==> src/rtl/core/vtu_pkg.sv <==
`timescale 1ns / 1ps
package vtu_pkg;

  localparam int FRAC_BITS_DEF = 16;
  localparam int DIV_STEPS     = 32;
  localparam int NUM_STAGES    = DIV_STEPS + 3;

  localparam logic [3:0] FN_ROTX    = 4'd0;
  localparam logic [3:0] FN_ROTY    = 4'd1;
  localparam logic [3:0] FN_ROTZ    = 4'd2;
  localparam logic [3:0] FN_MOVEX   = 4'd3;
  localparam logic [3:0] FN_MOVEY   = 4'd4;
  localparam logic [3:0] FN_MOVEZ   = 4'd5;
  localparam logic [3:0] FN_ZOOM    = 4'd6;
  localparam logic [3:0] FN_CENTRAL = 4'd7;

  localparam logic [2:0] REG_COS    = 3'd0;
  localparam logic [2:0] REG_SIN    = 3'd1;
  localparam logic [2:0] REG_OFFSET = 3'd2;
  localparam logic [2:0] REG_SCALE  = 3'd3;
  localparam logic [2:0] REG_FOCAL  = 3'd4;

  localparam logic [31:0] S32_MAX = 32'h7fff_ffff;
  localparam logic [31:0] S32_MIN = 32'h8000_0000;

  typedef struct packed {
    logic signed [17:0] cos_angle;
    logic signed [17:0] sin_angle;
    logic signed [31:0] offset;
    logic signed [31:0] scale;
    logic        [30:0] focal_distance;
  } cfg_t;

  typedef struct packed {
    logic        [3:0]  func;
    logic signed [31:0] x;
    logic signed [31:0] y;
    logic signed [31:0] z;
    logic signed [64:0] p0;
    logic signed [64:0] p1;
    logic signed [64:0] p2;
    logic signed [64:0] p3;
  } mul_t;

  typedef struct packed {
    logic        neg;
    logic        ovf;
    logic [32:0] rem;
    logic [31:0] lo;
  } lane_t;

  typedef struct packed {
    logic        proj;
    logic        fault;
    logic [31:0] rx;
    logic [31:0] ry;
    logic [31:0] rz;
    logic [32:0] dmag;
    lane_t       lx;
    lane_t       ly;
  } div_t;

  function automatic logic [31:0] sat32(input logic signed [66:0] v);
    logic [31:0] r;
    if (v > 67'sh0_7fff_ffff) r = S32_MAX;
    else if (v < -67'sh0_8000_0000) r = S32_MIN;
    else r = v[31:0];
    return r;
  endfunction

endpackage

==> src/rtl/core/vtu_out.sv <==
`timescale 1ns / 1ps
module vtu_out (
  input  logic          clk,
  input  logic          rst,
  input  logic          adv,
  input  logic          in_valid,
  input  vtu_pkg::div_t d_in,
  output logic          valid,
  output logic [31:0]   out_x,
  output logic [31:0]   out_y,
  output logic [31:0]   out_z,
  output logic          div_fault
);
  import vtu_pkg::*;

  function automatic logic [31:0] fin(input lane_t l);
    logic [31:0] r;
    if (l.ovf) r = l.neg ? S32_MIN : S32_MAX;
    else if (!l.neg) r = l.lo[31] ? S32_MAX : l.lo;
    else if (l.lo > 32'h8000_0000) r = S32_MIN;
    else r = 32'd0 - l.lo;
    return r;
  endfunction

  always_ff @(posedge clk) begin
    if (rst) begin
      valid <= 1'b0;
    end else if (adv) begin
      valid <= in_valid;
    end
  end

  always_ff @(posedge clk) begin
    if (adv) begin
      out_x     <= d_in.proj ? fin(d_in.lx) : d_in.rx;
      out_y     <= d_in.proj ? fin(d_in.ly) : d_in.ry;
      out_z     <= d_in.rz;
      div_fault <= d_in.fault;
    end
  end
endmodule

==> config.mk <==
export PLATFORM = sky130hd
export DESIGN_NAME = vtu_out
export DESIGN_NICKNAME = d
export VERILOG_FILES = /design/src/rtl/core/vtu_pkg.sv /design/src/rtl/core/vtu_out.sv
export SDC_FILE = /design/constraint.sdc
export NUM_CORES = 1
export LEC_CHECK = 0
export BUFFER_PORTS_ARGS = -buffer_cell sky130_fd_sc_hd__clkbuf_2
export CAP_MARGIN = 20
export CELL_PAD_IN_SITES_DETAIL_PLACEMENT = 0
export CELL_PAD_IN_SITES_GLOBAL_PLACEMENT = 2
export CORE_MARGIN = 2
export CORE_UTILIZATION = 24
export DETAILED_ROUTE_END_ITERATION = 16
export GPL_ROUTABILITY_DRIVEN = 0
export GPL_TIMING_DRIVEN = 0
export HOLD_SLACK_MARGIN = 0.1
export PLACE_DENSITY = 0.79
export SETUP_SLACK_MARGIN = 0.2
export SYNTH_ARGS = -nofsm -noshare
export SYNTH_HDL_FRONTEND = slang
export SYNTH_SLANG_ARGS = --single-unit
==> constraint.sdc <==
create_clock -name clk -period 3.7 [get_ports clk]
set_input_delay 0.74 -clock clk [delete_from_list [all_inputs] [get_ports clk]]
set_output_delay 0.74 -clock clk [all_outputs]
set_load 0.1 [all_outputs]
==> results.cfg <==
[cts]
clk_path_buf_depth = 2
cts_root_buffer = clkbuf_16
postCtsHoldBufs = 0
cts_setup_buffers = 0
cts_max_level = 3
clk_latency_ns = 0.35
cts_tree = built
cts_sinks = 98
cts_made_buffers = 9
clkTransAtPathRegs_ns = 0.07

[synth]
synth-async-reset-ratio_pct = 0
ys_seq_elements = 98
yosysTopAreaCell = edfxtp_1
synthTopCellsByArea = edfxtp_1 50%, nor2_1 6.3%, o21ai_0 3.7%
syn_avg_cell_area_sq_um = 9.55
synth-main-ff-cell = edfxtp_1
synth_edf_count = 97
synth_cell_types = 57
synth_warnings = 0
synth_cells = 614
ys_seq_area_share_pct = 50.0
netlist.area_leader.share_pct = 49.7
synth_area_sq_mm = 0.00586
synth_nets = 885

[cells_and_area]
synthToLayoutAreaGrowth_pct = 35.8
fill_cells = 2555
layout.cells.most_common = clkbuf_2
final_nets = 1163
layout-drive-gt1-share_pct = 33.7
layout_common_cells = 265 x clkbuf_2, 99 x nor2_1, 97 x edfxtp_1

[floorplan]
boundaryPins = 367
start_util_pct = 24.2
dieArea_sq_mm = 0.0257
die_w_um = 160
die_h_um = 160
row_count = 57
coreArea_sq_mm = 0.0242

[worst_setup_path]
regToRegEndpoint = valid
cp.arrival_ns = 3.58
cp-startpoint = d_in[75]
reg2reg_from = valid
end_kind = register
worst-r2r-setup-slack_ns = 3.11
required_ns = 3.93
max_stage_delay_ns = 0.59
critPathLaunchType = primary input
path_class = primary input to register
cp_slowest_cell = o41ai_4
cp_cell_sequence = clkbuf_2, or4_1, or3_1, buf_6, o41ai_4, nand2_2, o311ai_0, o21a_1
endpoint = out_x[2]
worst-r2r-cell-count = 2
cp_max_fo = 10

[timing]
period_needed_ns = 3.36
layout_setup_ws_ns = 0.345
rsz0062_at_grt = no
setup_viol = 0
max-slew-margin-rel_pct = 32.5
fin_crit_sh_pct = 90.7
fmaxAchievable_mhz = 298
fin_hold_ws_ns = 0.518
fin_skew_ns = 0
hold_viol = 0
drv_slew = 0
worst_pin_slew_ns = 1.00

[place]
place.detailed.hpwl_um = 19300
numPortBuffers = 266
place_ws_ns = -0.247

[routing]
drtIter0Drc = 505
firstDrtPassIters = 7
viasPerCell = 5.08
wl_um = 24900
drcViolationCount = 0
num_vias = 6215
detail-route-antenna-nets = 0
avgRoutedWirePerCell_um = 20.4

[global_routing]
antenna_found_initial = 2
grt.total_usage_pct = 19.2
use_met1_pct = 27.5
grt_pass1_wl_um = 37200
grt_max_degree = 64
use_met3_pct = 2.42
busiest_layer = met2
grt_use_met2_pct = 29.3
overflow = 0
grt_pass1_vias = 5939

[power]
peakVddDrop_v = 0.000179
p_leak_nw = 3.15
powerDensity_mw_per_mm2 = 461

[job]
drv_cap = 0

[worst_hold_path]
hp-class = register to register

[outcome]
status = finished, final reports clean
==> cell families after synthesis <==
family,Yosys count,share of synthesized area [%]
multiplexers,7,1.24
AND/OR/NAND/NOR,265,22.4
buffers and inverters,51,3.46
AO/OA/AOI/OAI,170,19.3
XOR/XNOR,21,3.14
flip-flops,98,50.0
adder cells (fa/ha/maj),2,0.427
==> routing by layer <==
metal | part of all wire, % | up-vias
met5 | 0 | -
met4 | 3.0 | 0
met3 | 5.8 | 33
met2 | 44 | 280
met1 | 47 | 2968
li1 | - | 2934
==> worst max-delay path: cells and delay by family <==
family | cells | cell delay, ns
compound gates | 3 | 1.33
buf+inv | 2 | 0.30
simple gates | 3 | 1.21
==> power breakdown <==
group	switching [mW]	total, mW	leakage [nW]	internal (mW)
logic	1.04	1.26	2.04	0.219
clock network	0.498	1.04	0.156	0.545
registers	0.0271	1.37	0.959	1.34
total	1.56	3.67	3.15	2.10
==> synthesized netlist by cell type (3+ instances only) <==
cell type / instances
edfxtp_1: 97
a211oi_1: 3
or4_1: 16
o311ai_0: 10
o221ai_1: 8
mux2i_1: 5
clkbuf_1: 26
nor2_1: 99
nor2b_1: 3
o2bb2ai_1: 5
o22ai_1: 5
buf_1: 5
nand2_1: 31
a21oi_1: 38
or3_1: 26
o21ai_0: 43
buf_2: 3
xnor2_1: 6
a31oi_1: 13
o21a_1: 7
o31ai_1: 5
nand4_1: 11
a21boi_0: 3
or2_2: 4
inv_1: 15
a221oi_1: 3
nand3_1: 18
o41ai_1: 3
o211ai_1: 7
nor3_1: 26
nor4_1: 19
xor2_1: 15
nand2b_1: 3
a21o_1: 3
==> stage by stage <==
step	area (sq um)	TNS, ns	std cells	power (mW)	util, %
after floorplan	5860	0	614	2.31	-
after global placement	7600	-1.20	1204	2.65	31.4
after detailed placement	7630	-1.10	1205	2.65	31.6
after CTS	7950	0	1221	3.70	32.9
after global routing	7960	0	1223	3.82	32.9
final	7960	0	1223	3.67	32.9
==> timing repair <==
action	CTS	global route
resized for setup	1	1
gates cloned	0	0
pin swaps	0	1
setup endpoints to repair	1	5
endpoints found under the hold margin	0	0
==> sequential cells by signal, summed over array words and instances (netlist names) <==
name / cells
out_z: 32
div_fault: 1
out_y: 32
valid: 1
out_x: 32
==> worst min path at each step <==
stage	end	cells after the start	slack [ns]	startpoint
4_1_cts	valid	2	0.52	rst
6_report	valid	2	0.52	valid
2_1_floorplan	valid	1	0.81	rst
5_1_grt	valid	2	0.52	rst
3_5_place_dp	valid	2	0.49	valid
3_3_place_gp	valid	2	0.48	valid
==> area by class of cell <==
class                   count  area [sq um]  area share [%]
clock inverters             7          92.6            1.16
diodes                      2          5.00          0.0629
clock buffers               9           225            2.83
flip-flops and latches     98          2930            36.8
plain buffers              35           143            1.79
well taps                 324           405            5.09
repair buffers            267          1360            17.1
inverters                  16          60.1           0.754
multi-input cells         465          2740            34.4
No activity file was read; power rests on OpenSTA's default activity.
