--- config.mk ---
export PLATFORM = sky130hd
export DESIGN_NAME = vtu_prep
export DESIGN_NICKNAME = d
export VERILOG_FILES = /design/src/rtl/core/vtu_pkg.sv /design/src/rtl/core/vtu_prep.sv
export SDC_FILE = /design/constraint.sdc
export NUM_CORES = 2
export LEC_CHECK = 0
export BUFFER_PORTS_ARGS = -buffer_cell sky130_fd_sc_hd__buf_2
export CORE_MARGIN = 5
export CORE_UTILIZATION = 36
export CTS_CLUSTER_SIZE = 8
export DETAILED_ROUTE_END_ITERATION = 7
export GPL_TIMING_DRIVEN = 0
export SLEW_MARGIN = 20
export SYNTH_ARGS = -nofsm -noshare
export SYNTH_HDL_FRONTEND = slang
export SYNTH_SLANG_ARGS = --single-unit
--- constraint.sdc ---
create_clock -name clk -period 5.4 [get_ports clk]
set_input_delay 0 -clock clk [delete_from_list [all_inputs] [get_ports clk]]
set_output_delay 0 -clock clk [all_outputs]
set_load 0.01 [all_outputs]
--- src/rtl/core/vtu_pkg.sv ---
`timescale 1ns / 1ps
package vtu_pkg;

  localparam int FRAC_BITS_DEF = 16;
  localparam int DIV_STEPS     = 32;
  localparam int NUM_STAGES    = DIV_STEPS + 3;

  localparam logic [3:0] FN_ROTX    = 4'd0;
  localparam logic [3:0] FN_ROTY    = 4'd1;
  localparam logic [3:0] FN_ROTZ    = 4'd2;
  localparam logic [3:0] FN_MOVEX   = 4'd3;
  localparam logic [3:0] FN_MOVEY   = 4'd4;
  localparam logic [3:0] FN_MOVEZ   = 4'd5;
  localparam logic [3:0] FN_ZOOM    = 4'd6;
  localparam logic [3:0] FN_CENTRAL = 4'd7;

  localparam logic [2:0] REG_COS    = 3'd0;
  localparam logic [2:0] REG_SIN    = 3'd1;
  localparam logic [2:0] REG_OFFSET = 3'd2;
  localparam logic [2:0] REG_SCALE  = 3'd3;
  localparam logic [2:0] REG_FOCAL  = 3'd4;

  localparam logic [31:0] S32_MAX = 32'h7fff_ffff;
  localparam logic [31:0] S32_MIN = 32'h8000_0000;

  typedef struct packed {
    logic signed [17:0] cos_angle;
    logic signed [17:0] sin_angle;
    logic signed [31:0] offset;
    logic signed [31:0] scale;
    logic        [30:0] focal_distance;
  } cfg_t;

  typedef struct packed {
    logic        [3:0]  func;
    logic signed [31:0] x;
    logic signed [31:0] y;
    logic signed [31:0] z;
    logic signed [64:0] p0;
    logic signed [64:0] p1;
    logic signed [64:0] p2;
    logic signed [64:0] p3;
  } mul_t;

  typedef struct packed {
    logic        neg;
    logic        ovf;
    logic [32:0] rem;
    logic [31:0] lo;
  } lane_t;

  typedef struct packed {
    logic        proj;
    logic        fault;
    logic [31:0] rx;
    logic [31:0] ry;
    logic [31:0] rz;
    logic [32:0] dmag;
    lane_t       lx;
    lane_t       ly;
  } div_t;

  function automatic logic [31:0] sat32(input logic signed [66:0] v);
    logic [31:0] r;
    if (v > 67'sh0_7fff_ffff) r = S32_MAX;
    else if (v < -67'sh0_8000_0000) r = S32_MIN;
    else r = v[31:0];
    return r;
  endfunction

endpackage

--- src/rtl/core/vtu_prep.sv ---
`timescale 1ns / 1ps
module vtu_prep #(
  parameter int FRAC_BITS = vtu_pkg::FRAC_BITS_DEF
) (
  input  logic          clk,
  input  logic          rst,
  input  logic          adv,
  input  logic          in_valid,
  input  vtu_pkg::mul_t m,
  input  vtu_pkg::cfg_t cfg,
  output logic          valid,
  output vtu_pkg::div_t data
);
  import vtu_pkg::*;

  function automatic logic [31:0] rnd(input logic signed [66:0] v);
    logic signed [66:0] r;
    r = (v + (67'sd1 <<< (FRAC_BITS - 1))) >>> FRAC_BITS;
    return sat32(r);
  endfunction

  function automatic lane_t mk_lane(input logic signed [64:0] p, input logic c_neg,
                                    input logic c_nz, input logic d_neg,
                                    input logic d_zero, input logic [32:0] dmag);
    lane_t l;
    logic [64:0] mag;
    mag = p[64] ? 65'(-p) : 65'(p);
    l.rem = '0;
    l.lo  = '0;
    if (d_zero) begin
      l.neg = c_neg;
      l.ovf = c_nz;
    end else begin
      l.neg = c_neg ^ d_neg;
      l.ovf = {2'b00, mag[62:32]} >= dmag;
      if (!l.ovf) begin
        l.rem = {2'b00, mag[62:32]};
        l.lo  = mag[31:0];
      end
    end
    return l;
  endfunction

  logic signed [66:0] e0, e1, e2, e3;
  logic signed [32:0] den;
  logic               dzero;
  logic [32:0]        dmag;
  div_t               nx;

  assign e0    = 67'(m.p0);
  assign e1    = 67'(m.p1);
  assign e2    = 67'(m.p2);
  assign e3    = 67'(m.p3);
  assign den   = signed'({2'b00, cfg.focal_distance}) - 33'(m.z);
  assign dzero = (den == '0);

  always_comb begin
    if (dzero) dmag = 33'd1;
    else if (den[32]) dmag = 33'(-den);
    else dmag = 33'(den);
  end

  always_comb begin
    nx.proj  = (m.func == FN_CENTRAL);
    nx.fault = nx.proj && dzero;
    nx.rx    = m.x;
    nx.ry    = m.y;
    nx.rz    = m.z;
    nx.dmag  = dmag;
    nx.lx    = mk_lane(m.p0, m.x[31], m.x != '0, den[32], dzero, dmag);
    nx.ly    = mk_lane(m.p1, m.y[31], m.y != '0, den[32], dzero, dmag);
    case (m.func)
      FN_ROTX: begin
        nx.ry = rnd(e0 - e1);
        nx.rz = rnd(e2 + e3);
      end
      FN_ROTY: begin
        nx.rx = rnd(e0 + e1);
        nx.rz = rnd(e2 - e3);
      end
      FN_ROTZ: begin
        nx.rx = rnd(e0 - e1);
        nx.ry = rnd(e2 + e3);
      end
      FN_MOVEX: nx.rx = sat32(67'(m.x) + 67'(cfg.offset));
      FN_MOVEY: nx.ry = sat32(67'(m.y) + 67'(cfg.offset));
      FN_MOVEZ: nx.rz = sat32(67'(m.z) + 67'(cfg.offset));
      FN_ZOOM: begin
        nx.rx = rnd(e0);
        nx.ry = rnd(e1);
        nx.rz = rnd(e2);
      end
      default: begin
      end
    endcase
  end

  always_ff @(posedge clk) begin
    if (rst) begin
      valid <= 1'b0;
    end else if (adv) begin
      valid <= in_valid;
    end
  end

  always_ff @(posedge clk) begin
    if (adv) begin
      data <= nx;
    end
  end
endmodule

==> flow_summary.ini <==
[floorplanning]
fp.dieH_um = 374.5
row_count = 133
io_pins = 761
initial_core_util_pct = 36.30
die_area_um2 = 140300
core_um2 = 131800
dieWidth_um = 374.5

[synthesis]
synth_top_cell_by_area = ha_1
yosys_warnings = 0
ys_seq_area_share_pct = 16.43
synth_ff_type = edfxtp_1
synth_area_um2 = 47840
synthDistinctLibCells = 109
synth_top_cells_by_count = 710 x ha_1, 538 x nor2_1, 523 x nand2_1
syn_inst = 6294
yosysMostFrequentCell = ha_1
synth_area_leaders = ha_1 19%, edfxtp_1 16%, xnor2_1 6.0%
ys_ff_latch = 262
synthArstFlopShare_pct = 0
yosys.area.top_type_share_pct = 18.57
avgSynthCellArea_um2 = 7.600
synth-edff-count = 261

[cts]
clkLatencyLatePin_ns = 0.61
cts_buffer_depth = 3
cts_root_buf = clkbuf_16
clkTransAtPathRegs_ns = 0.05
cts_buffers = 42
cts_tree = yes
htree_levels = 2
cts_sinks = 262

[critical_path]
crit_end = data[101]$_SDFFCE_PP0P_
crit_type = input pin to flop
crit_fanout = 6
endpoint_kind = flop
rrSetupSlack_ns = 4.24
rr_worst_depth = 3
startpoint = m[205]
cp-start-kind = input pin
timing.rr.start = valid$_SDFFE_PP0P_
crit_required_ns = 5.73
crit_arrival_ns = 6.08
worst_r2r_endpoint = valid$_SDFFE_PP0P_

[sta]
rsz0062_at_grt = true
setup_tns_ns = -19.97
worst_slew_pin_slew_ns = 1.305
setup_slack_ns = -0.3514
finalWorstPathRequiredPeriod_ns = 5.751
max_slew_margin_pct = 13.00
setup_viol = 97
post-route-period-util_pct = 106.5
final-max-slew-violation-count = 0
hold_ws_ns = 0.02916
finClkSkew_ns = 0
max_freq_mhz = 173.9
finalHoldViolations = 0

[routing]
drtIter0Drc = 6947
drcViolationCount = 8
wl_per_cell_um = 30.25
routed_via_density = 6.219
drt_wl_total_um = 273700
vias = 56261
first_pass_iters = 8
final_antenna_net_count = 0

[global_routing]
grt_overflow_total = 0
grt_usage_pct = 36.42
grt_pass1_vias = 52208
grt_pass1_wl_um = 377400
antenna_found_initial = 77
grt_max_degree = 97

[placed_design]
portBuffers = 684
place_ws_ns = -2.113
place_congestion = 1.094
dp_hpwl_um = 231300
dpl-instance-area_um2 = 53680

[power_and_ir_drop]
pwr_density_cell_nw_per_um2 = 233.1
p_leak_nw = 25.88
max-vdd-ir-drop_mv = 0.2283

[final_layout]
final_area_um2 = 59850
final_core_util_pct = 45.41
drive_gt1_share_pct = 18.30
nets = 8449
area_growth_pct = 25.12

[run]
cap_violations = 0

[outcome]
outcome = finished with violations
violations = DRC, setup timing

[min_path]
worstHoldPathType = input pin to flop
## power breakdown
part	switching (mW)	internal, mW
clock	1.03	1.52
combinational	5.62	3.00
sequential	0.123	2.67
## metal layers
metal,track usage [%],part of all wire [%]
met5,0,0.084
met1,48.91,41
met4,18.99,6.5
met3,8.492,11
met2,54.29,41
## logic make-up (layout without fill, tap and decap cells)
group | Yosys count | after routing | share of synthesized area (%)
adder cells (fa/ha/maj) | 714 | 714 | 18.74
other | 1 | 41 | 0.007839
flip-flops | 262 | 262 | 16.43
AO/OA/AOI/OAI | 1891 | 1891 | 26.37
multiplexers | 23 | 23 | 0.4943
AND/OR/NAND/NOR | 2111 | 2111 | 22.00
XOR/XNOR | 540 | 540 | 9.887
buffers and inverters | 752 | 1709 | 6.076
## area by class of cell
class | instances | area (um2)
clock inverters | 10 | 131.4
well taps | 1755 | 2196
multi-input cells | 5284 | 39470
repair buffers | 923 | 6031
flip-flops and latches | 262 | 7858
diodes | 36 | 90.09
inverters | 474 | 1793
plain buffers | 253 | 1191
fillers | 13393 | 71940
clock buffers | 49 | 1099
## registers in the layout, summed over array words and instances, names as in the netlist
name / flops
valid: 1
data: 261
## repair_timing
item	4_1_cts	5_1_grt
cloned	3	7
buffers inserted	44	38
resized for setup	340	276
hold endpoints to repair	140	0
endpoints found under the setup margin	190	220
hold buffers	142	0
pin swaps	60	101
## worst max-delay path, cell delays in order
cell and delay [ns]:
buf_8 0.10, or4_4 0.53, or4_4 0.49, nor2_4 0.11, nand2_2 0.06, or3_4 0.37
or4_4 0.53, buf_4 0.19, o41ai_4 0.44, xor2_2 0.41, inv_1 0.15, ha_4 0.30
nor2b_4 0.14, o21ai_2 0.07, a21oi_1 0.15, a211oi_1 0.06, o21ai_1 0.16, a21o_1 0.15
a21oi_2 0.05, o21ai_1 0.17, a21o_1 0.17, a31o_4 0.16, a21oi_4 0.05, a21oi_4 0.55
buf_6 0.24, buf_12 0.17, nor2_4 0.04
## stage by stage
stage          total power [mW]  instances
3_5_place_dp              10.05       8746
4_1_cts                   13.27       8983
3_3_place_gp              10.06       8737
6_report                  13.95       9046
5_1_grt                   14.55       9027
2_1_floorplan             7.040       6298
## layout by cell type (no fill, tap or decap), types with 72 or more instances in the layout
cell type	count
a21o_1	167
a21oi_1	482
buf_2	694
buf_4	72
clkbuf_1	202
dlygate4sd3_1	142
edfxtp_1	261
ha_1	687
inv_1	463
nand2_1	515
nand3_1	149
nand4_1	189
nor2_1	430
nor2_4	89
nor3_1	125
o21ai_0	377
xnor2_1	314
xor2_1	201
## worst min-delay path by stage
stage	start	end	slack, ns	depth (start not counted)
finish	m[207]	data[80]$_SDFFCE_PP0P_	0.03	4
global route	m[282]	data[189]$_DFFE_PP_	0.02	2
CTS	m[282]	data[189]$_DFFE_PP_	0.003	2
detailed placement	rst	valid$_SDFFE_PP0P_	0.16	2
global placement	rst	valid$_SDFFE_PP0P_	0.16	2
floorplan	rst	valid$_SDFFE_PP0P_	0.07	1
(Power assumes the default switching activity.)
