File: config.mk
export PLATFORM = sky130hd
export DESIGN_NAME = vtu_div_step
export DESIGN_NICKNAME = d
export VERILOG_FILES = /design/src/rtl/core/vtu_pkg.sv /design/src/rtl/core/vtu_div_step.sv
export SDC_FILE = /design/constraint.sdc
export NUM_CORES = 1
export LEC_CHECK = 0
export BUFFER_PORTS_ARGS = -buffer_cell sky130_fd_sc_hd__buf_2
export CORE_ASPECT_RATIO = 0.6
export CORE_UTILIZATION = 30
export DETAILED_ROUTE_END_ITERATION = 8
export GPL_TIMING_DRIVEN = 0
export MAX_ROUTING_LAYER = met4
export PLACE_DENSITY = 0.66
export SYNTH_ARGS = -nofsm -noshare
export SYNTH_HDL_FRONTEND = slang
export SYNTH_SLANG_ARGS = --single-unit
File: constraint.sdc
create_clock -name clk -period 10.6 [get_ports clk]
set_clock_uncertainty 0.05 [all_clocks]
set_input_delay 2.65 -clock clk [delete_from_list [all_inputs] [get_ports clk]]
set_output_delay 2.65 -clock clk [all_outputs]
set_load 0.02 [all_outputs]
File: src/rtl/core/vtu_pkg.sv
`timescale 1ns / 1ps
package vtu_pkg;

  localparam int FRAC_BITS_DEF = 16;
  localparam int DIV_STEPS     = 32;
  localparam int NUM_STAGES    = DIV_STEPS + 3;

  localparam logic [3:0] FN_ROTX    = 4'd0;
  localparam logic [3:0] FN_ROTY    = 4'd1;
  localparam logic [3:0] FN_ROTZ    = 4'd2;
  localparam logic [3:0] FN_MOVEX   = 4'd3;
  localparam logic [3:0] FN_MOVEY   = 4'd4;
  localparam logic [3:0] FN_MOVEZ   = 4'd5;
  localparam logic [3:0] FN_ZOOM    = 4'd6;
  localparam logic [3:0] FN_CENTRAL = 4'd7;

  localparam logic [2:0] REG_COS    = 3'd0;
  localparam logic [2:0] REG_SIN    = 3'd1;
  localparam logic [2:0] REG_OFFSET = 3'd2;
  localparam logic [2:0] REG_SCALE  = 3'd3;
  localparam logic [2:0] REG_FOCAL  = 3'd4;

  localparam logic [31:0] S32_MAX = 32'h7fff_ffff;
  localparam logic [31:0] S32_MIN = 32'h8000_0000;

  typedef struct packed {
    logic signed [17:0] cos_angle;
    logic signed [17:0] sin_angle;
    logic signed [31:0] offset;
    logic signed [31:0] scale;
    logic        [30:0] focal_distance;
  } cfg_t;

  typedef struct packed {
    logic        [3:0]  func;
    logic signed [31:0] x;
    logic signed [31:0] y;
    logic signed [31:0] z;
    logic signed [64:0] p0;
    logic signed [64:0] p1;
    logic signed [64:0] p2;
    logic signed [64:0] p3;
  } mul_t;

  typedef struct packed {
    logic        neg;
    logic        ovf;
    logic [32:0] rem;
    logic [31:0] lo;
  } lane_t;

  typedef struct packed {
    logic        proj;
    logic        fault;
    logic [31:0] rx;
    logic [31:0] ry;
    logic [31:0] rz;
    logic [32:0] dmag;
    lane_t       lx;
    lane_t       ly;
  } div_t;

  function automatic logic [31:0] sat32(input logic signed [66:0] v);
    logic [31:0] r;
    if (v > 67'sh0_7fff_ffff) r = S32_MAX;
    else if (v < -67'sh0_8000_0000) r = S32_MIN;
    else r = v[31:0];
    return r;
  endfunction

endpackage

File: src/rtl/core/vtu_div_step.sv
`timescale 1ns / 1ps
module vtu_div_step (
  input  logic          clk,
  input  logic          rst,
  input  logic          adv,
  input  logic          in_valid,
  input  vtu_pkg::div_t d_in,
  output logic          valid,
  output vtu_pkg::div_t data
);
  import vtu_pkg::*;

  // One restoring step: the next dividend bit moves into the remainder and
  // the quotient bit moves into the bottom of the low word.
  function automatic lane_t step(input lane_t l, input logic [32:0] dmag);
    lane_t       r;
    logic [33:0] t;
    logic        ge;
    t     = {l.rem, l.lo[31]};
    ge    = t >= {1'b0, dmag};
    r     = l;
    r.rem = ge ? 33'(t - {1'b0, dmag}) : t[32:0];
    r.lo  = {l.lo[30:0], ge};
    return r;
  endfunction

  div_t nx;

  always_comb begin
    nx    = d_in;
    nx.lx = step(d_in.lx, d_in.dmag);
    nx.ly = step(d_in.ly, d_in.dmag);
  end

  always_ff @(posedge clk) begin
    if (rst) begin
      valid <= 1'b0;
    end else if (adv) begin
      valid <= in_valid;
    end
  end

  always_ff @(posedge clk) begin
    if (adv) begin
      data <= nx;
    end
  end
endmodule

==> impl_metrics.ini, run 1 <==
[timing]
fmax_mhz = 156
tns_ps = 0
slew_violations = 0
min_period_ps = 6430
rsz0062_at_grt = no
tightest_slew_ps = 1260
timing.final.crit_share_pct = 60.6
slew_headroom_pct = 15.1
finalSetupViolations = 0
hold_viol_final = 0

[cells_and_area]
drive_gt1_share_pct = 44.0
fin_util_pct = 41.5
nets = 1810
area.growth.synth_to_final_pct = 34.3

[logic_synthesis]
yosysSeqAreaShare_pct = 63.0
synth_top_area_share_pct = 62.8
synth_xor_area_share_pct = 3.25
synthMuxAreaShare_pct = 5.23
synth_compound_area_share_pct = 11.9
synth_area_leaders = edfxtp_1 (63%), ha_1 (6.5%), mux2_2 (2.6%)
ys_warn_count = 0
synth.top_cells.by_count = edfxtp_1 (265), ha_1 (66), inv_1 (57), a21oi_1 (51), nor2_1 (48)
synth_nets = 1244
syn_inst = 907
yosysTopAreaCell = edfxtp_1
yosys.area_share.simple_pct = 6.98
synth.avg_cell_area_sq_um = 14.0
synth_top_family_by_area = compound AO/OA/AOI/OAI gates
ys_ff_latch = 266
synth-edff-count = 265
syn_area_sq_um = 12700
synth-adder-area-share_pct = 6.84
synth_ff_type = edfxtp_1
synthMostInstantiatedCell = edfxtp_1
ys_async_sr_fraction_pct = 0
ys_types = 67

[placed_design]
dp_hpwl_microns = 36100
portBuffers = 534
place_congestion = 0.939

[cts]
postCtsHoldBufs = 0
post-cts-setup-buffers = 0
cts-resized-gates = 0
cts_buffers = 27
clockRootBuffer = clkbuf_16
cts_buffer_depth = 3
cts_tree = built
cts.sinks = 266
htreeDepth = 1
clk_pin_slew_worst_paths_ps = 60
clk_latency_ps = 540

[grt]
grt_max_degree = 125
grt_usage_pct = 20.4
grt_pass1_wl_microns = 62200
antenna_found_initial = 20
overflow = 0
first_global_vias = 9527

[power_and_ir_drop]
clkPwrFrac_pct = 32.8
switching_power_mw = 0.866
power_frac_comb_pct = 22.8
ir_drop_mv = 0.109
p_seq_share_pct = 44.4
p_int_mw = 2.09
swShare_pct = 29.3
leakagePower_nw = 7.53
powerDensity_nw_per_um2 = 174

[job]
maxCapViolations = 0

[route]
viasPerCell = 4.82
ant_nets = 0
drtPass1Iterations = 5
route.detailed.drc = 0
wl_per_cell_microns = 21.7
num_vias = 9963
drt_wl_total_microns = 44800
drt_iter0_drc = 915

[min_path]
min-delay-path-class = reg -> reg

[critical_path]
cp-start-kind = input pin
path_max_fanout = 10
r2r_setup_slack_ps = 9960
critPathKind = in -> reg
crit_required_ps = 10850
critPathCaptureType = flip-flop
arrival_ps = 6670

[die]
dieArea_sq_um = 43100
initial_utilization_pct = 30.9
io_pins = 535
row_count = 57
dieWidth_microns = 267
coreArea_sq_um = 41000
die_h_microns = 161

[run_status]
status = completed
==> per-stage QoR <==
| stage | area, sq um | setup slack (ps) | hold WS, ps | power, mW | instances |
|---|---|---|---|---|---|
| after detailed placement | 16100 | 3650 | 454 | 2.00 | 2004 |
| after global placement | 16000 | 2980 | 433 | 2.00 | 2001 |
| after CTS | 17000 | 4230 | 471 | 2.98 | 2052 |
| final | 17000 | 4170 | 466 | 2.95 | 2065 |
| after global routing | 17000 | 3960 | 516 | 3.07 | 2063 |
| after floorplan | 12700 | 4610 | 529 | 1.73 | 907 |
==> flip-flops by register name (all words and copies together) (netlist names) <==
register,count
data,265
valid,1
==> metal layers <==
| layer | GRT usage (%) | share of wire, % | vias up | wire length [microns] |
|---|---|---|---|---|
| li1 | - | - | 4645 | - |
| met1 | 27.1 | 44 | 4854 | 19600 |
| met2 | 30.5 | 45 | 401 | 20300 |
| met3 | 5.40 | 8.2 | 63 | 3660 |
| met4 | 5.67 | 2.8 | 0 | 1260 |
| met5 | - | 0 | - | 0 |
==> power by group through the flow <==
stage / logic, mW / clock network [mW] / registers [mW]
floorplan: 0.261 / 0 / 1.47
global placement: 0.660 / 0 / 1.34
detailed placement: 0.670 / 0 / 1.33
CTS: 0.674 / 0.997 / 1.31
global route: 0.720 / 1.03 / 1.32
finish: 0.674 / 0.968 / 1.31
==> cell usage in the layout (no fill, tap or decap), types with 6 or more instances in the layout <==
cell type	instances
a211oi_1	6
a21o_1	42
a21oi_1	51
a31o_2	7
and3_1	11
buf_2	535
clkbuf_1	24
clkbuf_16	27
clkinv_2	8
diode_2	13
edfxtp_1	265
ha_1	66
inv_1	57
mux2_2	29
mux2_4	19
nand2_1	34
nand3_1	13
nand4_1	16
nor2_1	48
nor3_1	16
o211ai_1	10
o21a_1	14
o21ai_0	28
o31ai_1	10
or2_2	7
xnor2_1	34
xor2_1	13
==> kinds of logic after synthesis <==
family                     Yosys count
AOI/OAI and AO/OA                  215
muxes                               53
DFF                                266
adders and majority gates           68
and+or+nand+nor                    175
buffers and inverters               83
xor gates and xnor gates            47
==> worst paths after layout <==
check | end | depth (start not counted) | start
worst max-delay path | data[41] | 16 | d_in[31]
worst min-delay path | valid | 2 | valid
worst max register to register | valid | 2 | valid
worst min register to register | valid | 2 | valid
==> worst max-delay path, stage by stage <==
cell,delay (ps)
buf_2,110
inv_1,80
ha_1,170
inv_1,50
fa_1,400
a21o_1,230
a221oi_2,650
o221ai_2,260
a2111o_1,570
a211oi_4,360
o31a_4,240
o21a_1,140
buf_6,170
inv_8,80
buf_12,160
mux2_4,300
==> area by class of cell <==
cell class	count	area (sq um)
antenna	13	32.5
buffer	25	135
clock buffer	31	701
clock inverter	17	171
fill	3938	24000
inverter	58	225
multi-input combinational	558	4330
sequential	266	7980
tap	560	701
timing repair buffer	537	2740
No activity file was read; power rests on OpenSTA's default activity.
==> run 2, diff against run 1 <==
--- a/config.mk
+++ b/config.mk
@@ -11,7 +11,7 @@
 export DETAILED_ROUTE_END_ITERATION = 8
 export GPL_TIMING_DRIVEN = 0
 export MAX_ROUTING_LAYER = met4
-export PLACE_DENSITY = 0.66
+export PLACE_DENSITY = 0.68
 export SYNTH_ARGS = -nofsm -noshare
 export SYNTH_HDL_FRONTEND = slang
 export SYNTH_SLANG_ARGS = --single-unit
==> constraint.sdc (replaced) <==
create_clock -name clk -period 5.9 [get_ports clk]
set_clock_uncertainty 0.05 [all_clocks]
set_input_delay 1.475 -clock clk [delete_from_list [all_inputs] [get_ports clk]]
set_output_delay 1.475 -clock clk [all_outputs]
set_load 0.02 [all_outputs]
==> run 2 against run 1 <==
  * Design area grew 0.43%
  * Core utilization grew 0.18 points
  * Critical path depth is the same
  * Clock-buffer cell count grew 1
==> impl_metrics.ini, run 2 (synthesis results as in run 1) <==
[run_status]
status = completed

[power_and_ir_drop]
clkPwrFrac_pct = 34.3
power_frac_comb_pct = 22.4
power_mw = 5.43
powerDensity_nw_per_um2 = 318
p_int_mw = 3.84
switching_power_mw = 1.59
swShare_pct = 29.2
ir_drop_mv = 0.225
leakagePower_nw = 7.55
p_seq_share_pct = 43.3

[route]
viasPerCell = 4.85
ant_nets = 0
drtPass1Iterations = 5
drt_iter0_drc = 839
route.detailed.drc = 0
drt_wl_total_microns = 44800
wl_per_cell_microns = 21.7
num_vias = 10000

[die]
dieArea_sq_um = 43100
initial_utilization_pct = 30.9
coreArea_sq_um = 41000
dieWidth_microns = 267
row_count = 57
die_h_microns = 161
io_pins = 535

[cells_and_area]
area.growth.synth_to_final_pct = 34.9
final_cells = 2063
reg_top3 = data: 265 flops, valid: 1 flops
mostFrequentLayoutCells = buf_2 (534), edfxtp_1 (265), ha_1 (66)
fin_util_pct = 41.7
mostFrequentLayoutCell = buf_2
nets = 1811
postLayoutCellArea_sq_um = 17100
drive_gt1_share_pct = 44.1
fillerInstances = 3896
regMostFlops = data
largest_reg_flops = 265

[cts]
clockRootBuffer = clkbuf_16
cts.sinks = 266
cts_buffer_depth = 3
post-cts-setup-buffers = 0
cts_tree = built
cts_buffers = 28
htreeDepth = 1
clk_latency_ps = 550
clk_pin_slew_worst_paths_ps = 60
postCtsHoldBufs = 0
cts-resized-gates = 0

[timing]
slew_violations = 0
fmax_mhz = 187
tightest_slew_ps = 1310
min_period_ps = 5360
holdWs_ps = 454
finalSetupViolations = 0
slew_headroom_pct = 11.8
tns_ps = 0
setup_slack_ps = 540
rsz0062_at_grt = no
timing.final.crit_share_pct = 90.8
hold_viol_final = 0

[placed_design]
place_ws_ps = 48.0
place_area_sq_um = 16100
dp_hpwl_microns = 36200
dp_cells = 2004
place_congestion = 0.932
portBuffers = 534

[grt]
grt_pass1_wl_microns = 63300
antenna_found_initial = 14
first_global_vias = 9744
overflow = 0
grt_usage_pct = 20.5
grt_max_degree = 128

[critical_path]
arrival_ps = 5600
crit_required_ps = 6140
critPathCaptureType = flip-flop
cp-start-kind = input pin
critPathKind = in -> reg
path_max_fanout = 10

[min_path]
min-delay-path-class = reg -> reg

[job]
maxCapViolations = 0
run 2: cell count changes in the layout (fill, tap and decap cells not counted), sizes merged:
| cell | delta |
|---|---|
| clkinvlp | +3 |
| clkdlybuf4s15 | +1 |
| clkinv | -2 |
| bufinv | +1 |
| buf | -1 |
| inv | +1 |
| diode | -6 |
| clkbuf | +1 |
run 2: area by class of cell:
class | count | area [sq um] | area share (%)
Inverter | 58 | 225 | 1.32
Antenna cell | 7 | 17.5 | 0.103
Multi-Input combinational cell | 558 | 4330 | 25.3
Clock buffer | 32 | 737 | 4.31
Timing Repair Buffer | 537 | 2750 | 16.1
Clock inverter | 20 | 216 | 1.27
Tap cell | 560 | 701 | 4.10
Buffer | 25 | 135 | 0.791
Sequential cell | 266 | 7980 | 46.7
run 2: power by group through the flow:
stage               clock network, mW  registers (mW)  logic, mW
floorplan                           0            2.64      0.469
global placement                    0            2.41       1.19
detailed placement                  0            2.39       1.21
CTS                              1.92            2.36       1.21
global route                     1.98            2.37       1.30
finish                           1.86            2.35       1.21
run 2: routing by layer:
layer | global-route usage, % | vias up | wire (microns)
met4 | 4.26 | 0 | 805
met1 | 28.0 | 4877 | 19900
met5 | - | - | 0
met2 | 30.3 | 431 | 20100
met3 | 5.73 | 57 | 4000
li1 | - | 4642 | -
run 2: path summary, 6_finish.rpt:
check / start / end / slack [ps] / cells after the start
max: d_in[31] / data[58] / 540 / 16
min: valid / valid / 450 / 2
max reg2reg: valid / valid / 5270 / 2
min reg2reg: valid / valid / 450 / 2
run 2: worst max-delay path, stage by stage:
cell and delay (ps):
buf_2 100, inv_1 70, ha_1 170, inv_1 60, fa_1 410, a21o_1 230, a221oi_2 690, o221ai_2 280
a2111o_1 580, a211oi_4 370, o31a_4 250, o21a_1 130, buf_6 170, inv_8 80, buf_12 160, mux2_4 330
